**config.mk**
```make
export PLATFORM = sky130hd
export DESIGN_NAME = mdns_rrp_front
export DESIGN_NICKNAME = d
export VERILOG_FILES = /design/src/rtl/mdns_rrp_pkg.sv /design/src/rtl/mdns_rrp_front.sv
export SDC_FILE = /design/constraint.sdc
export NUM_CORES = 1
export LEC_CHECK = 0
export BUFFER_PORTS_ARGS = -buffer_cell sky130_fd_sc_hd__buf_2
export CAP_MARGIN = 40
export CORE_MARGIN = 2
export CORE_UTILIZATION = 30
export DETAILED_ROUTE_END_ITERATION = 10
export GPL_TIMING_DRIVEN = 1
export SLEW_MARGIN = 20
export SYNTH_ARGS = -nofsm -noshare
export SYNTH_HDL_FRONTEND = slang
export SYNTH_SLANG_ARGS = --single-unit
```
**constraint.sdc**
```tcl
create_clock -name clk -period 2.4 [get_ports clk]
set_input_delay 0.36 -clock clk [delete_from_list [all_inputs] [get_ports clk]]
set_output_delay 0.36 -clock clk [all_outputs]
set_load 0.02 [all_outputs]
```
**src/rtl/mdns_rrp_pkg.sv**
```systemverilog
`timescale 1ns / 1ps
// Shared constants, types and field codes for the mDNS response record parser.
// No dependencies; every other file imports this package.
package mdns_rrp_pkg;

	localparam int PACKET_BYTES = 1024;
	localparam int NAME_BYTES   = 256;
	localparam int TEXT_BYTES   = 512;

	localparam int PAW   = $clog2(PACKET_BYTES);
	localparam int PCW   = $clog2(PACKET_BYTES + 1);
	localparam int NAW   = $clog2(NAME_BYTES);
	localparam int NCW   = $clog2(NAME_BYTES + 1);
	localparam int TAW   = $clog2(TEXT_BYTES);
	localparam int TCW   = $clog2(TEXT_BYTES + 1);
	// walk positions can run past the packet by a record data length
	localparam int POS_W = $clog2(PACKET_BYTES + 65536 + 512);

	localparam int CQ_DEPTH = 4;
	localparam int CQ_PW    = $clog2(CQ_DEPTH);
	localparam int CQ_CW    = $clog2(CQ_DEPTH + 1);

	localparam logic [1:0] OP_PACKET    = 2'd0;
	localparam logic [1:0] OP_READ_NAME = 2'd1;
	localparam logic [1:0] OP_READ_TEXT = 2'd2;

	localparam int          HDR_LEN  = 12;
	localparam logic [7:0]  PTR_MARK = 8'hC0;
	localparam logic [7:0]  DOT_CHAR = 8'h2E;
	localparam logic [15:0] TYPE_A   = 16'd1;
	localparam logic [15:0] TYPE_PTR = 16'd12;
	localparam logic [15:0] TYPE_TXT = 16'd16;
	localparam logic [15:0] TYPE_SRV = 16'd33;

	typedef enum logic [1:0] {
		CMD_BYTE,
		CMD_LAST,
		CMD_RD_NAME,
		CMD_RD_TEXT
	} cmd_kind_t;

	typedef struct packed {
		cmd_kind_t   kind;
		logic [7:0]  data;
		logic [8:0]  idx;
	} cmd_t;

	typedef enum logic [1:0] {
		RK_SUMMARY = 2'd0,
		RK_NAME    = 2'd1,
		RK_TEXT    = 2'd2
	} res_kind_t;

	typedef enum logic [2:0] {
		ST_OK       = 3'd0,
		ST_SHORT    = 3'd1,
		ST_NOT_RESP = 3'd2,
		ST_HAS_Q    = 3'd3,
		ST_NO_REC   = 3'd4,
		ST_OVERRUN  = 3'd5
	} status_t;

	typedef struct packed {
		res_kind_t   kind;
		status_t     status;
		logic [31:0] addr;
		logic [15:0] port;
		logic [8:0]  nlen;
		logic [9:0]  tlen;
		logic        terr;
		logic [7:0]  data;
	} res_t;

endpackage

```
**src/rtl/mdns_rrp_front.sv**
```systemverilog
`timescale 1ns / 1ps
// Front end: takes input transfers, classifies them into commands and queues them.
// Depends on mdns_rrp_pkg.
module mdns_rrp_front (
	input  logic               clk,
	input  logic               arst_n,
	input  logic               push,
	output logic               full,
	input  logic [1:0]         operation,
	input  logic [7:0]         packet_byte,
	input  logic               last_byte,
	input  logic [8:0]         read_index,
	output logic               cq_vld,
	output mdns_rrp_pkg::cmd_t cq_head,
	input  logic               cq_pop
);
	import mdns_rrp_pkg::*;

	cmd_t              q_q [CQ_DEPTH];
	logic [CQ_PW-1:0]  wp_q;
	logic [CQ_PW-1:0]  rp_q;
	logic [CQ_CW-1:0]  cnt_q;
	logic              accept;
	logic              enq;
	cmd_t              cmd;

	assign full    = cnt_q == CQ_CW'(CQ_DEPTH);
	assign accept  = push && !full;
	assign cq_vld  = cnt_q != '0;
	assign cq_head = q_q[rp_q];

	always_comb begin
		cmd.data = packet_byte;
		cmd.idx  = read_index;
		enq      = accept;
		unique case (operation)
			OP_PACKET:    cmd.kind = last_byte ? CMD_LAST : CMD_BYTE;
			OP_READ_NAME: cmd.kind = CMD_RD_NAME;
			OP_READ_TEXT: cmd.kind = CMD_RD_TEXT;
			default: begin
				// undefined operation: taken and dropped
				cmd.kind = CMD_BYTE;
				enq      = 1'b0;
			end
		endcase
	end

	always_ff @(posedge clk) begin
		if (enq) begin
			q_q[wp_q] <= cmd;
		end
	end

	always_ff @(posedge clk or negedge arst_n) begin
		if (!arst_n) begin
			wp_q  <= '0;
			rp_q  <= '0;
			cnt_q <= '0;
		end else begin
			if (enq) begin
				wp_q <= wp_q + 1'b1;
			end
			if (cq_pop) begin
				rp_q <= rp_q + 1'b1;
			end
			if (enq && !cq_pop) begin
				cnt_q <= cnt_q + 1'b1;
			end else if (!enq && cq_pop) begin
				cnt_q <= cnt_q - 1'b1;
			end
		end
	end

	a_cnt_bound: assert property (@(posedge clk) disable iff (!arst_n)
		cnt_q <= CQ_CW'(CQ_DEPTH))
		else $error("command queue count above depth");

	a_pop_nonempty: assert property (@(posedge clk) disable iff (!arst_n)
		cq_pop |-> cnt_q != '0)
		else $error("command popped from empty queue");

endmodule

```
==> results.toml <==
[status]
run_status = "completed"

[worst_setup_path]
r2r_start = "cnt_q[2]"
cp_slowest_stage_delay_ns = 0.54
critical_path_peak_fanout = 19
worst_ep_required_time_ns = 2.04
worst_r2r_path_depth = 8
cp.buffers_inverters = 2
worst_path_max_delay_cell = "sky130_fd_sc_hd__mux4_2"
r2r_setup_slack_ns = 0.50
crit_path_end_kind = "output pin"
critPathArrivalTime_ns = 1.73
critical_path_class = "reg2out"
worstSetupStartpointType = "flop"
cp_top_family = "multiplexers"
regToRegEndpoint = "cnt_q[2]"
crit_path_cell_trace = "buf_12, mux4_2, buf_2"

[logic_synthesis]
syn-mean-instance-area_um2 = 23.11
synth_edf_count = 76
ys_seq_area_share_pct = 76.51
ys_seq_elements = 83
synth-main-ff-cell = "sky130_fd_sc_hd__edfxtp_1"
synthDominantCellAreaShare_pct = 71.06
netlist_top_cells_count = "sky130_fd_sc_hd__edfxtp_1, sky130_fd_sc_hd__mux4_2, sky130_fd_sc_hd__dfrtp_1, sky130_fd_sc_hd__ha_1, sky130_fd_sc_hd__inv_1"
netlist-cell-type-count = 19
synth_async_sr_flop_share_pct = 8.434
mappedNetlistNets = 171
synthesis.area_um2 = 3212
post_synth_main_area_contributors = "sky130_fd_sc_hd__edfxtp_1, sky130_fd_sc_hd__mux4_2, sky130_fd_sc_hd__dfrtp_1"
yosysWarnings = 0
yosysMostFrequentCell = "sky130_fd_sc_hd__edfxtp_1"
synthDominantAreaCellType = "sky130_fd_sc_hd__edfxtp_1"
netlist_instances = 139

[pwr]
max-vdd-ir-drop_mv = 0.5075
power_density_nw_per_um2 = 1193
total_leakage_power_nw = 1.378
post-layout-total-power_mw = 4.633

[cells_and_area]
final_core_util_pct = 37.44
area_growth_syn_to_layout_pct = 20.88
nNetsFinal = 227
final.fill_count = 976
n_antenna_cell = 0
finish.instance_area_um2 = 3882
final_layout_size_suffix_gt1_share_pct = 45.50

[floorplan]
dieHeight_um = 107.5
fp.dieW_um = 107.5
num_io_pins = 45
start_util_pct = 30.97
fp.coreArea_um2 = 10370
dieArea_um2 = 11550
row_count = 37

[placed_design]
place_ws_ns = 0.3567
hpwl_um = 3493
numPortBuffers = 44
post_dp_cell_area_um2 = 3632
gp_congestion = 0.6472

[grt]
grt_first_pass_wirelength_um = 8245
first_global_vias = 1535
grt_start_max_net_pins = 20
antenna_violations_before_repair = 0
grt.overflow.total = 0
track_usage_pct = 9.992

[route]
drcViolationCount = 0
wl_met3_um = 281
drt_pass1_iterations = 4
drt-wirelength-per-cell_um = 15.71
met2_routed_length_um = 2678
topRoutingLayerUsed = "met4"
routedLengthMet1_um = 2282
total_detailed_routing_wirelength_um = 5278
dr_total_vias = 1466
drt_iter0_markers = 50
post_detailed_route_count_of_antenna_violating_nets = 0
detail_route.vias_per_cell = 4.363

[clock_network]
cts.root.buffer_cell = "sky130_fd_sc_hd__clkbuf_8"
clock_insertion_delay_worst_skew_ns = 0.34
post_cts.repair.setup_buffers = 0
clkTransAtPathRegs_ns = 0.08
clock_path_buffers = 2
cts_num_sinks = 83
level_count_of_the_clock_h_tree = 3
cts_buffers = 9
cts.repair.resized = 0
cts_tree = "built"

[sta]
final_critical_path_setup_slack_ns = 0.3142
hold_viol_final = 0
final.setup_skew_ns = 0.008208
max_freq_mhz = 479.4
timing_worst_slew_pin_value_ns = 0.5209
timing.final.max_slew_violations = 0
rsz0062_at_grt = "no"
post-route-period-util_pct = 86.91
timing.final.setup_violations = 0
slew_headroom_pct = 65.28
setup_total_negative_slack_ns = 0
fin_crit_ns = 2.086

[min_path]
worstHoldPathType = "in2reg"
hold-path-endpoint = "rp_q[0]"
hold_path_depth = 2
worstHoldStart = "cq_pop"

[flow_run]
maxCapViolations = 0
-- cells by family after synthesis --
group	Yosys count	share of synthesized area, %
buffers and inverters	10	1.480
XOR/XNOR	6	1.636
AO/OA/AOI/OAI	1	0.1557
adder cells (fa/ha/maj)	8	3.350
AND/OR/NAND/NOR	10	2.727
multiplexers	21	14.14
flip-flops	83	76.51
-- per-layer routing --
layer  track usage [%]  vias to the layer above
met3             4.479                        4
li1                  -                      672
met5                 0                        -
met4             3.022                        0
met2             16.46                       35
met1             11.80                      755
-- repair_timing --
item | in CTS | in global routing
hold buffers | 1 | 0
hold endpoints to repair | 7 | 0
setup endpoints to repair | 0 | 0
-- state kept, by name, indices dropped and copies added, names as in the netlist --
name and cells:
wp_q 2, q_q 76, cnt_q 3, rp_q 2
-- per-stage QoR --
step | cells | hold WS [ns]
global route | 336 | 0.2015
finish | 336 | 0.2282
global placement | 319 | 0.1977
detailed placement | 319 | 0.2015
floorplan | 139 | 0.06441
CTS | 336 | 0.2049
-- worst reg2reg max path: cells and delay by family, from the launching register on --
| kind | cells | cell delay [ns] |
|---|---|---|
| fa+ha+maj | 2 | 0.59 |
| flops | 1 | 0.42 |
| simple gates | 3 | 0.47 |
| buf+inv | 1 | 0.06 |
| xor+xnor | 2 | 0.30 |
-- placed cells by master, fill, tap and decap left out, types with 2 or more instances in the layout --
cell	count
sky130_fd_sc_hd__dfrtp_1	7
sky130_fd_sc_hd__buf_4	2
sky130_fd_sc_hd__buf_12	2
sky130_fd_sc_hd__xor2_1	3
sky130_fd_sc_hd__nor3b_4	2
sky130_fd_sc_hd__and2_2	4
sky130_fd_sc_hd__inv_1	6
sky130_fd_sc_hd__ha_1	7
sky130_fd_sc_hd__clkbuf_8	9
sky130_fd_sc_hd__edfxtp_1	76
sky130_fd_sc_hd__xnor2_1	3
sky130_fd_sc_hd__clkinv_4	2
sky130_fd_sc_hd__buf_2	44
sky130_fd_sc_hd__mux4_2	19
sky130_fd_sc_hd__bufinv_16	3
-- cell type report --
class	instances	area (µm²)	share of cell area [%]
sequential	83	2457	63.29
clock buffer	9	123.9	3.190
clock inverter	7	116.4	2.997
timing repair buffer	49	285.3	7.348
multi-input combinational	46	706.9	18.21
tap	136	170.2	4.383
inverter	6	22.52	0.5801
-- how the worst max path moves through the flow --
| stage | start | endpoint | slack (ns) | depth (start not counted) |
|---|---|---|---|---|
| finish | rp_q[0] | cq_head[9] | 0.31 | 3 |
| global route | rp_q[0] | cq_head[12] | 0.21 | 3 |
| CTS | rp_q[0] | cq_head[15] | 0.26 | 3 |
| detailed placement | operation[0] | cnt_q[2] | 0.36 | 9 |
| global placement | operation[0] | cnt_q[2] | 0.39 | 9 |
| floorplan | operation[0] | cnt_q[2] | 0.43 | 8 |
-- power breakdown --
part / switching, mW / total (mW) / leakage [nW] / internal [mW]
logic: 0.823 / 1.49 / 0.482 / 0.670
registers: 0.114 / 1.98 / 0.775 / 1.86
clock network: 0.474 / 1.16 / 0.121 / 0.689
total: 1.41 / 4.63 / 1.38 / 3.22
(Power assumes the default switching activity.)
